[src/rtl/lrukv_pkg.sv]
package lrukv_pkg;

	localparam int MAX_ENTRIES = 16;
	localparam int IDX_W       = $clog2(MAX_ENTRIES);
	localparam int CNT_W       = $clog2(MAX_ENTRIES + 1);
	localparam int WORD_W      = 32;

	localparam logic CMD_GET = 1'b0;
	localparam logic CMD_PUT = 1'b1;

	localparam logic [CNT_W-1:0] CAP_RESET = CNT_W'(MAX_ENTRIES);

	typedef logic [IDX_W-1:0]  idx_t;
	typedef logic [CNT_W-1:0]  cnt_t;
	typedef logic [WORD_W-1:0] word_t;

	// Result of the parallel tag search and replacement pick for one request
	typedef struct packed {
		logic                   hit;
		idx_t                   hit_idx;
		idx_t                   hit_rank;
		idx_t                   victim_idx;
		idx_t                   fill_idx;
		logic [MAX_ENTRIES-1:0] match;
	} lookup_t;

endpackage

[src/rtl/lrukv_lookup.sv]
module lrukv_lookup import lrukv_pkg::*; (
	input  logic [MAX_ENTRIES-1:0] valid,
	input  word_t                  keys [MAX_ENTRIES],
	input  idx_t                   ranks [MAX_ENTRIES],
	input  cnt_t                   occ,
	input  logic                   evict,
	input  word_t                  key,
	output lookup_t                res
);

	cnt_t                   occ_m1;
	logic [MAX_ENTRIES-1:0] oldest;
	logic [MAX_ENTRIES-1:0] free_slots;

	assign occ_m1 = occ - CNT_W'(1);

	always_comb begin
		res = '0;
		for (int i = 0; i < MAX_ENTRIES; i++) begin
			res.match[i] = valid[i] && (keys[i] == key);
			// ranks of valid entries are a permutation of 0..occ-1
			oldest[i]    = valid[i] && (ranks[i] == occ_m1[IDX_W-1:0]);
		end
		// walk down so the lowest index wins
		for (int i = MAX_ENTRIES - 1; i >= 0; i--) begin
			if (res.match[i]) begin
				res.hit      = 1'b1;
				res.hit_idx  = IDX_W'(i);
				res.hit_rank = ranks[i];
			end
			if (oldest[i]) begin
				res.victim_idx = IDX_W'(i);
			end
		end
		free_slots = ~valid;
		if (evict) begin
			free_slots[res.victim_idx] = 1'b1;
		end
		for (int i = MAX_ENTRIES - 1; i >= 0; i--) begin
			if (free_slots[i]) begin
				res.fill_idx = IDX_W'(i);
			end
		end
	end

endmodule

[src/rtl/lru_key_value_cache_core.sv]
// Channel   Direction  Accepted when              Payload
// s_*       in         s_tvalid && s_tready       tuser: command; tdata: lookup_key, write_value
// m_*       out        m_tvalid && m_tready       tuser: hit; tdata: read_value
// cfg_*     in         cfg_we                     cfg_wdata: capacity_in_use
//
// One request per cycle while no get waits: the request register feeds the tag search,
// LRU rank update and result register in the same cycle, so back-to-back requests see
// the state left by the one before. A get passes from the request register to the result register.
// A get waits in the request register only while the result register is full
// and m_tready is low; a put never waits. Reset clears all valid bits, ranks
// and the fill count at once; there is no clearing pass.
module lru_key_value_cache_core import lrukv_pkg::*; (
	input  logic              clk,
	input  logic              arst_n,
	input  logic              s_tvalid,
	output logic              s_tready,
	input  logic [63:0]       s_tdata,   // [31:0] lookup_key, [63:32] write_value
	input  logic              s_tuser,   // [0] command
	output logic              m_tvalid,
	input  logic              m_tready,
	output logic [31:0]       m_tdata,   // [31:0] read_value
	output logic              m_tuser,   // [0] hit
	input  logic              cfg_we,
	input  logic [CNT_W-1:0]  cfg_wdata
);

	cnt_t                   cap_q;
	cnt_t                   cap_eff;

	logic                   valid_s1;
	logic                   cmd_s1;
	word_t                  key_s1;
	word_t                  wval_s1;

	logic [MAX_ENTRIES-1:0] valid_q, valid_d;
	word_t                  key_q   [MAX_ENTRIES];
	word_t                  value_q [MAX_ENTRIES];
	idx_t                   rank_q  [MAX_ENTRIES];
	idx_t                   rank_d  [MAX_ENTRIES];
	cnt_t                   occ_q, occ_d;

	logic                   out_valid_q;
	logic                   out_hit_q;
	word_t                  out_data_q;

	lookup_t                lk;
	logic                   evict;
	logic                   fire;
	logic                   do_insert;

	always_ff @(posedge clk or negedge arst_n) begin
		if (!arst_n) begin
			cap_q <= CAP_RESET;
		end else if (cfg_we) begin
			cap_q <= cfg_wdata;
		end
	end

	always_comb begin
		cap_eff = cap_q;
		if (cap_q == '0) begin
			cap_eff = CNT_W'(1);
		end else if (cap_q > CNT_W'(MAX_ENTRIES)) begin
			cap_eff = CNT_W'(MAX_ENTRIES);
		end
	end

	// a put leaves no result, so it never waits on the output side
	assign fire     = valid_s1 && (cmd_s1 == CMD_PUT || !out_valid_q || m_tready);
	assign s_tready = !valid_s1 || fire;
	assign evict    = occ_q >= cap_eff;

	always_ff @(posedge clk or negedge arst_n) begin
		if (!arst_n) begin
			valid_s1 <= 1'b0;
		end else if (s_tready) begin
			valid_s1 <= s_tvalid;
		end
	end

	always_ff @(posedge clk) begin
		if (s_tready && s_tvalid) begin
			cmd_s1  <= s_tuser;
			key_s1  <= s_tdata[31:0];
			wval_s1 <= s_tdata[63:32];
		end
	end

	lrukv_lookup u_lookup (
		.valid (valid_q),
		.keys  (key_q),
		.ranks (rank_q),
		.occ   (occ_q),
		.evict (evict),
		.key   (key_s1),
		.res   (lk)
	);

	assign do_insert = fire && cmd_s1 == CMD_PUT && !lk.hit;

	always_comb begin
		valid_d = valid_q;
		rank_d  = rank_q;
		occ_d   = occ_q;
		if (fire && lk.hit) begin
			// promote the hit entry, age the ones that were newer
			for (int j = 0; j < MAX_ENTRIES; j++) begin
				if (valid_q[j] && rank_q[j] < lk.hit_rank) begin
					rank_d[j] = rank_q[j] + IDX_W'(1);
				end
			end
			rank_d[lk.hit_idx] = '0;
		end else if (do_insert) begin
			if (evict) begin
				valid_d[lk.victim_idx] = 1'b0;
			end
			for (int j = 0; j < MAX_ENTRIES; j++) begin
				if (valid_d[j]) begin
					rank_d[j] = rank_q[j] + IDX_W'(1);
				end
			end
			valid_d[lk.fill_idx] = 1'b1;
			rank_d[lk.fill_idx]  = '0;
			if (!evict) begin
				occ_d = occ_q + CNT_W'(1);
			end
		end
	end

	always_ff @(posedge clk or negedge arst_n) begin
		if (!arst_n) begin
			valid_q <= '0;
			occ_q   <= '0;
			for (int j = 0; j < MAX_ENTRIES; j++) begin
				rank_q[j] <= '0;
			end
		end else begin
			valid_q <= valid_d;
			occ_q   <= occ_d;
			rank_q  <= rank_d;
		end
	end

	always_ff @(posedge clk) begin
		if (do_insert) begin
			key_q[lk.fill_idx]   <= key_s1;
			value_q[lk.fill_idx] <= wval_s1;
		end else if (fire && cmd_s1 == CMD_PUT && lk.hit) begin
			value_q[lk.hit_idx] <= wval_s1;
		end
	end

	always_ff @(posedge clk or negedge arst_n) begin
		if (!arst_n) begin
			out_valid_q <= 1'b0;
		end else if (fire && cmd_s1 == CMD_GET) begin
			out_valid_q <= 1'b1;
		end else if (m_tready) begin
			out_valid_q <= 1'b0;
		end
	end

	always_ff @(posedge clk) begin
		if (fire && cmd_s1 == CMD_GET) begin
			out_hit_q  <= lk.hit;
			out_data_q <= lk.hit ? value_q[lk.hit_idx] : '1;
		end
	end

	assign m_tvalid = out_valid_q;
	assign m_tdata  = out_data_q;
	assign m_tuser  = out_hit_q;

`ifndef NO_ASSERTIONS
	a_occ_matches_valid: assert property (@(posedge clk) disable iff (!arst_n)
		$countones(valid_q) == int'(occ_q))
		else $error("fill count disagrees with valid bits");

	a_occ_bounded: assert property (@(posedge clk) disable iff (!arst_n)
		occ_q <= CNT_W'(MAX_ENTRIES))
		else $error("fill count above table size");

	a_single_match: assert property (@(posedge clk) disable iff (!arst_n)
		$onehot0(lk.match))
		else $error("key present in more than one entry");

	a_get_gives_result: assert property (@(posedge clk) disable iff (!arst_n)
		fire && cmd_s1 == CMD_GET |=> m_tvalid)
		else $error("get request produced no result");

	a_insert_no_growth_when_full: assert property (@(posedge clk) disable iff (!arst_n)
		do_insert && evict |=> occ_q == $past(occ_q))
		else $error("insert grew the table past capacity");
`endif

endmodule

[config.mk]
export PLATFORM = sky130hd
export DESIGN_NAME = lru_key_value_cache_core
export DESIGN_NICKNAME = d
export VERILOG_FILES = /design/src/rtl/lrukv_pkg.sv /design/src/rtl/lrukv_lookup.sv /design/src/rtl/lru_key_value_cache_core.sv
export SDC_FILE = /design/constraint.sdc
export NUM_CORES = 2
export LEC_CHECK = 0
export ABC_AREA = 1
export BUFFER_PORTS_ARGS = -buffer_cell sky130_fd_sc_hd__clkbuf_2
export CAP_MARGIN = 5
export CORE_ASPECT_RATIO = 1.4
export CORE_UTILIZATION = 57
export DETAILED_ROUTE_END_ITERATION = 6
export PLACE_DENSITY = 0.85
export SLEW_MARGIN = 20
export SYNTH_ARGS = -nofsm -noshare
export SYNTH_HDL_FRONTEND = slang
export SYNTH_SLANG_ARGS = --single-unit
[constraint.sdc]
create_clock -name clk -period 6.01 [get_ports clk]
set_input_delay 0.601 -clock clk [delete_from_list [all_inputs] [get_ports clk]]
set_output_delay 0.601 -clock clk [all_outputs]
set_load 0.005 [all_outputs]
# Yosys cells after proc, flatten, opt, wreduce, memory -nomap -nowiden
# Memory sizes are Yosys's and may differ from the RTL's. A register that Yosys moved wholly into a read port is not among the register bits.
# Index checks and enable logic that the tools add are counted.
[op_classes] order_cmp=26 add_sub_neg=18 n_reduce_logical=72 bitwise=14 n_eq_ne=32 muxes=157
[op_table] operator="$bwmux 512" n=1
[op_table] operator="$eq 32x32->1" n=16
[op_table] operator="$mux 4" n=115
[op_table] operator="$mux 9" n=16
[op_table] operator="$and 64x64->64" n=2
[op_table] operator="$demux 32 s4" n=1
[op_table] operator="$mux 64" n=2
[op_table] operator="$not 64->64" n=2
[op_table] operator="$add 4x1->4 const B" n=16
[op_table] operator="$eq 4x4->1" n=16
[op_table] operator="$lt 4x4->1" n=16
[op_table] operator="$mux 16" n=4
[op_table] operator="$mux 32" n=2
[op_table] operator="$logic_and 1x1->1" n=59
[op_table] operator="$demux 4 s4" n=2
[op_table] operator="$not 16->16" n=2
[op_table] operator="$or 16x16->16" n=2
[op_table] operator="$reduce_or 32->1" n=1
[op_table] operator="$and 16x16->16" n=1
[op_table] operator="$ge 5x5->1 const B" n=2
[op_table] operator="$lt 4x5->1 const B" n=2
[op_table] operator="$lt 5x1->1 const B" n=2
[op_table] operator="$mux 1" n=10
[op_table] operator="$mux 5" n=2
[op_table] operator="other kinds (14)" n=25
[totals] ram_bits=512 wordCells=361 out_inout_bits=35 memories=1 ff_bits=670
[mem_list] name="value_q" depth=16 word_bits=32 read_ports=1 rd_ports_with_merged_regs=1 write_ports=1 line_no="lru_key_value_cache_core.sv:37" text="word_t value_q [MAX_ENTRIES];"

# Longest topological paths before layout
[logic_depth] depth_word=50 mapped_depth=45

# Cells and area by module
# A second synthesis with hierarchy kept.
[hier_totals] hier_cells=4350 area_unflattened_um2=52798.1
[by_module_without_submodules] mod="lru_key_value_cache_core" area_per_inst_um2=44268.7 cells_per_inst=2825 n_inst=1
[by_module_without_submodules] mod="lrukv_lookup" area_per_inst_um2=8529.4 cells_per_inst=1525 n_inst=1

# Worst setup path before layout
# No wires, ideal clock.
[synth_path] path_type="reg2reg" start="register occ_q[0]" end="memory value_q[11][0] (netlist name), enable pin" stages_incl_launch_ff=27 setup_ps=421 path_slack_ps=365 arrival_ps=5224 required_time_ps=5589 n_path_buf=3 path_cell_list="dfrtp_1 > inv_2 > buf_1 > ha_1 > buf_2 > inv_1 > buf_2 > o21ai_0 > nor4_1 > nand2_1 > nand2_1 > nor2_1 > o31ai_1 > nand2_1 > nor2_2 > nand4_1 > nand2_2 > nor2_1 > o31ai_1 > nand2_1 > nand3_1 > nand2_1 > a21oi_4 > inv_2 > o21ai_4 > nand3_2 > nor2_1"
[synth_between] elab_chain_cells=42 word_cells_on_any_way=74
[synth_rtl] item="from (decl)" line_no="lru_key_value_cache_core.sv:40" text="cnt_t occ_q, occ_d;"
[synth_rtl] item="from (signal assigned)" line_no="lru_key_value_cache_core.sv:133" text="occ_q <= '0;"
[synth_rtl] item="from (signal assigned)" line_no="lru_key_value_cache_core.sv:139" text="occ_q <= occ_d;"
[synth_rtl] item="$sub 4x1->4 (*)" line_no="lrukv_lookup.sv:15" text="assign occ_m1 = occ - CNT_W'(1);"
[synth_rtl] item="net u_lookup.occ_m1[0]" line_no="lrukv_lookup.sv:11" text="cnt_t occ_m1;"
[synth_rtl] item="$eq 4x4->1" line_no="lrukv_lookup.sv:22" text="oldest[i] = valid[i] && (ranks[i] == occ_m1[IDX_W-1:0]);"
[synth_rtl] item="$logic_and 1x1->1" line_no="lrukv_lookup.sv:22"
[synth_rtl] item="$mux 4 (15 in a row)" line_no="lrukv_lookup.sv:31" text="if (oldest[i]) begin"
[synth_rtl] item="$mux 4 (*)" line_no="lrukv_lookup.sv:31"
[synth_rtl] item="$lt 4x5->1 (implied by the code) / $ge 4x1->1 (equally long branches)" line_no="lrukv_lookup.sv:37" text="free_slots[res.victim_idx] = 1'b1;"
[synth_rtl] item="$logic_and 1x1->1 (implied by the code)" line_no="lrukv_lookup.sv:37"
[synth_rtl] item="$mux 1 (implied by the code)" line_no="lrukv_lookup.sv:37"
[synth_rtl] item="$demux 1 s4 (*)"
[synth_rtl] item="$or 16x16->16 (no source line) (*)"
[synth_rtl] item="$mux 16 (*)" line_no="lrukv_lookup.sv:36" text="if (evict) begin"
[synth_rtl] item="$mux 4 (15 in a row)" line_no="lrukv_lookup.sv:40" text="if (free_slots[i]) begin"
[synth_rtl] item="$mux 4 (*)" line_no="lrukv_lookup.sv:40"
[synth_rtl] item="$mux 4 (no source line) (*)"
[synth_rtl] item="to (decl)" line_no="lru_key_value_cache_core.sv:37"
# Mark *: on every way through the listed nets, which the timed path passes. The rest lies on a longest branch.

# Final worst setup path
[layout_path] start="register key_s1[14]" end="register out_data_q[4], in the netlist m_tdata[4], read port of value_q, data pin"
[layout_between] elab_chain_cells=19 word_cells_on_any_way=49
[layout_rtl] item="from (decl)" line_no="lru_key_value_cache_core.sv:32" text="word_t key_s1;"
[layout_rtl] item="from (signal assigned)" line_no="lru_key_value_cache_core.sv:84" text="key_s1 <= s_tdata[31:0];"
[layout_rtl] item="$eq 32x32->1" line_no="lrukv_lookup.sv:20" text="res.match[i] = valid[i] && (keys[i] == key);"
[layout_rtl] item="$logic_and 1x1->1" line_no="lrukv_lookup.sv:20"
[layout_rtl] item="$mux 9 (15 in a row)" line_no="lrukv_lookup.sv:26" text="if (res.match[i]) begin"
[layout_rtl] item="$mux 9 (*)" line_no="lrukv_lookup.sv:26"
[layout_rtl] item="$logic_not 1->1 (no source line)"
[layout_rtl] item="to (decl)" line_no="lru_key_value_cache_core.sv:44" text="word_t out_data_q;"
# Mark *: on every way between the ends. The rest lies on a longest branch, timed or not.
# A chain may end at the register's enable or synchronous reset.

==> impl_metrics.tcl <==
set metrics [dict create \
    reg2reg_depth 19 \
    slew_violations 0 \
    timing.rr.start "key_s1[14]$_DFFE_PP_" \
    fin_hold_ws_ns 0.0494 \
    max_freq_ghz 0.171 \
    clk_latency_ns 0.73 \
    grt_pass1_vias 40300 \
    drt_iter0_markers 6148 \
    synth.area.top_cells "edfxtp_1, nand2_1, dfrtp_1" \
    syn-num-nets 4812 \
    ys_ff_latch 1214 \
    worstSetupEndpointType "flop" \
    dpl_cell_area_um2 57000 \
    nFillCells 6484 \
    max_slew_margin 0.232 \
    cts_tree "yes" \
    worst-path-max-fanout 47 \
    yosys.area_share.simple 0.143 \
    hold_depth 1 \
    crit_arrival_ns 6.23 \
    pre_cts_slack_ns -0.327 \
    grt_pass1_wl_mm 247 \
    cp_top_family "simple AND/OR/NAND/NOR gates" \
    path_clk_slew_ns 0.07 \
    ys.flop_type "edfxtp_1" \
    track_usage 0.351 \
    ir_worst_vdd_mv 0.389 \
    yosysTopAreaCell "edfxtp_1" \
    netlist_area_um2 54000 \
    p_leak_nw 22.1 \
    routabilityCongestion 0.995 \
    setup_violations 0 \
    final_nets 5041 \
    syn2layout_area_growth_pct 12.5 \
    rows 133 \
    worst-setup-path-type "reg -> reg" \
    tightest_slew_ns 1.15 \
    synth-adder-area-share 0.0164 \
    die_w_um 262 \
    die_area_um2 96000 \
    core_um2 93900 \
    syn_inst 4666 \
    synth_edf_count 1122 \
    antenna_found_initial 7 \
    min_from "s_tdata[18]" \
    ys_types 60 \
    dp_hpwl_mm 103 \
    fp.dieH_um 366 \
    pin_count 110 \
    hp-class "in -> reg" \
    cp.required_ns 6.39 \
    power.total_mw 21.4 \
    first_pass_iters 7 \
    cp-start-kind "flop" \
    cap_violations 0 \
    critPathSlowestCell "or4_1" \
    ctsLongestPathBuffers 3 \
    cp_num_buf_inv 7 \
    synth-compound-area-share 0.0998 \
    port_buffers 109 \
    start_util 0.576 \
    cpPeakStageDelay_ns 0.61 \
    reg2reg_slack_ns 0.16 \
    synth-xor-area-share 0.0383 \
    ctsHtreeMaxLevel 3 \
    post-route-min-period_ns 5.85 \
    clock-root-buffer "clkbuf_16" \
    ant_nets 0 \
    grt_max_degree 86 \
    final_core_util 0.647 \
    setup_slack_ns 0.162 \
    drt-total-wl_mm 169 \
    post-route-period-util 0.973 \
    dr_total_vias 40800 \
    finalHoldViolCount 0 \
    numCtsBuffers 106 \
    p_per_area_nw_per_um2 353 \
    fin_skew_ns 0.0470 \
    synth_top_family_by_area "simple AND/OR/NAND/NOR gates" \
    status "completed" \
    numClockSinks 1214 \
    rsz0062_at_grt "true" \
    async_reset_ff_frac 0.0758 \
    synthMuxAreaShare 0 \
    hold_path_end "key_s1[18]$_DFFE_PP_" \
    syn_avg_cell_area_um2 11.6 \
    grt-ovfl-total 0 \
    drc 0 \
    timing.rr.end "m_tdata[4]$_SDFFCE_PP1P_" \
    layout-drive-gt1-share 0.126 \
    fin_area_um2 60800 \
    yosysSeqAreaShare 0.666 \
    via_per_inst 6.58 \
    routedWlPerCell_um 27.2 \
    synth.top_cell.area_share 0.624 \
    crit_chain "inv_1 > buf_4 > o21ai_0 > a221oi_1 > nand3_1 > a211oi_1 > nand4_1 > or4_1 > buf_4 > nand2_1 > inv_1 > nand2_1 > inv_1 > nand2_1 > inv_4 > buf_12 > a22o_1 > a221oi_2 > o2111ai_2" \
    yosys_warnings 0 \
]
[per-layer routing]
layer	global-route usage	vias to the layer above	wire, um
li1	-	17200	-
met1	0.406	19300	52700
met2	0.564	3372	79800
met3	0.0811	953	21100
met4	0.269	4	15400
met5	0	-	29
[worst max-delay path by stage]
stage / cells past startpoint / slack, ns / end / start
final: 19 / 0.16 / m_tdata[4]$_SDFFCE_PP1P_ / key_s1[14]$_DFFE_PP_
after global routing: 25 / -0.09 / rank_q[15]$_DFFE_PN0P_ / key_s1[12]$_DFFE_PP_
after CTS: 21 / 0.04 / m_tdata[4]$_SDFFCE_PP1P_ / key_s1[9]$_DFFE_PP_
after detailed placement: 20 / -0.33 / m_tdata[4]$_SDFFCE_PP1P_ / key_s1[28]$_DFFE_PP_
after global placement: 20 / -0.34 / m_tdata[4]$_SDFFCE_PP1P_ / key_s1[28]$_DFFE_PP_
after floorplan: 26 / 0.36 / value_q[11][0]$_DFFE_PP_ / occ_q[0]$_DFFE_PN0P_
[cells by family (layout without fill, tap and decap cells)]
logic type / count (synthesis) / after routing
compound gates: 870 / 870
xor+xnor: 236 / 236
fa+ha+maj: 71 / 71
buf+inv: 478 / 794
flops: 1214 / 1214
other cells: 0 / 5
simple gates: 1797 / 1798
[power by group]
group / leakage, nW / switching [mW] / internal (mW)
Sequential: 11.1 / 0.571 / 9.87
Clock: 1.62 / 3.14 / 3.59
Combinational: 9.45 / 2.93 / 1.34
[sequential cells by signal, indices dropped and copies added (netlist names), 5 cells and up]
register  cells
rank_q       64
occ_q         5
m_tdata      32
key_q       512
key_s1       32
valid_q      16
cap_q         5
value_q     512
wval_s1      32
[stage by stage]
| stage | TNS [ns] | std cells |
|---|---|---|
| global placement | -0.380 | 5978 |
| finish | 0 | 6203 |
| detailed placement | -0.716 | 5978 |
| floorplan | 0 | 4666 |
| CTS | 0 | 6177 |
| global route | -0.862 | 6198 |
[area by class of cell]
| type | count | area [um^2] | share of cell area |
|---|---|---|---|
| multi-input cells | 2975 | 16400 | 0.270 |
| clock buffers | 132 | 2800 | 0.0461 |
| well taps | 1215 | 1520 | 0.0250 |
| diodes | 5 | 12.5 | 0.000206 |
| repair buffers | 299 | 2300 | 0.0378 |
| inverters | 299 | 1180 | 0.0194 |
| clock inverters | 64 | 539 | 0.00888 |
| flip-flops and latches | 1214 | 36000 | 0.592 |
[cells in the mapped netlist, drive strengths merged (2+ instances only)]
master   count
nor2       295
a221oi      61
buf         97
xor2       153
nand3      140
a211oi      49
nor3b        2
and3         4
ha          71
a21oi      246
o21ai      274
dfrtp       91
inv        294
nor3        23
edfxtp    1122
clkbuf      82
o2111a       2
a31oi       10
nand3b       7
o21bai       2
o21a         2
or4          4
a22o        44
a2111oi      8
nor4b        3
o221ai       4
or2         55
nand2     1086
xnor2       83
o211ai      23
nand4      140
a21o         2
a22oi       13
clkinv       5
o2111ai     43
o22ai       78
nor4        37
o31ai        4
[cell usage in the layout (no fill, tap or decap), types with 7 or more instances in the layout]
| master | n |
|---|---|
| edfxtp_1 | 1122 |
| nand2_1 | 1065 |
| inv_1 | 271 |
| o21ai_0 | 263 |
| nor2_1 | 246 |
| a21oi_1 | 243 |
| buf_4 | 160 |
| xor2_1 | 152 |
| nand4_1 | 139 |
| nand3_1 | 135 |
| clkbuf_16 | 108 |
| clkbuf_2 | 108 |
| dfrtp_1 | 91 |
| xnor2_1 | 82 |
| o22ai_1 | 78 |
| ha_1 | 71 |
| a221oi_1 | 60 |
| or2_2 | 55 |
| a211oi_1 | 48 |
| a22o_1 | 44 |
| o2111ai_1 | 42 |
| nor4_1 | 37 |
| nor2_4 | 27 |
| clkinv_1 | 25 |
| buf_12 | 24 |
| o211ai_1 | 23 |
| nor2_2 | 23 |
| clkbuf_1 | 23 |
| nor3_1 | 20 |
| clkinv_2 | 20 |
| nand2_2 | 16 |
| inv_2 | 13 |
| clkinvlp_4 | 13 |
| a22oi_1 | 12 |
| a31oi_1 | 9 |
| a2111oi_0 | 8 |
| nand3b_1 | 7 |
| bufinv_16 | 7 |
[worst reg2reg max path, stage by stage, from the launching register on]
cell and delay (ns):
edfxtp_1 0.41, inv_1 0.31, buf_4 0.32, o21ai_0 0.11
a221oi_1 0.22, nand3_1 0.12, a211oi_1 0.21, nand4_1 0.55
or4_1 0.61, buf_4 0.19, nand2_1 0.11, inv_1 0.06
nand2_1 0.10, inv_1 0.10, nand2_1 0.43, inv_4 0.38
buf_12 0.34, a22o_1 0.25, a221oi_2 0.40, o2111ai_2 0.30
[repair_timing]
| action | CTS | global route |
|---|---|---|
| buffers inserted | 2 | 20 |
| cloned | 0 | 1 |
| hold buffers | 1 | 0 |
| pin swaps | 0 | 11 |
| gates resized for setup | 4 | 36 |
| endpoints found under the setup margin | 5 | 1124 |
| endpoints found under the hold margin | 39 | 0 |
Note: power is estimated with default switching activity, not from simulation.
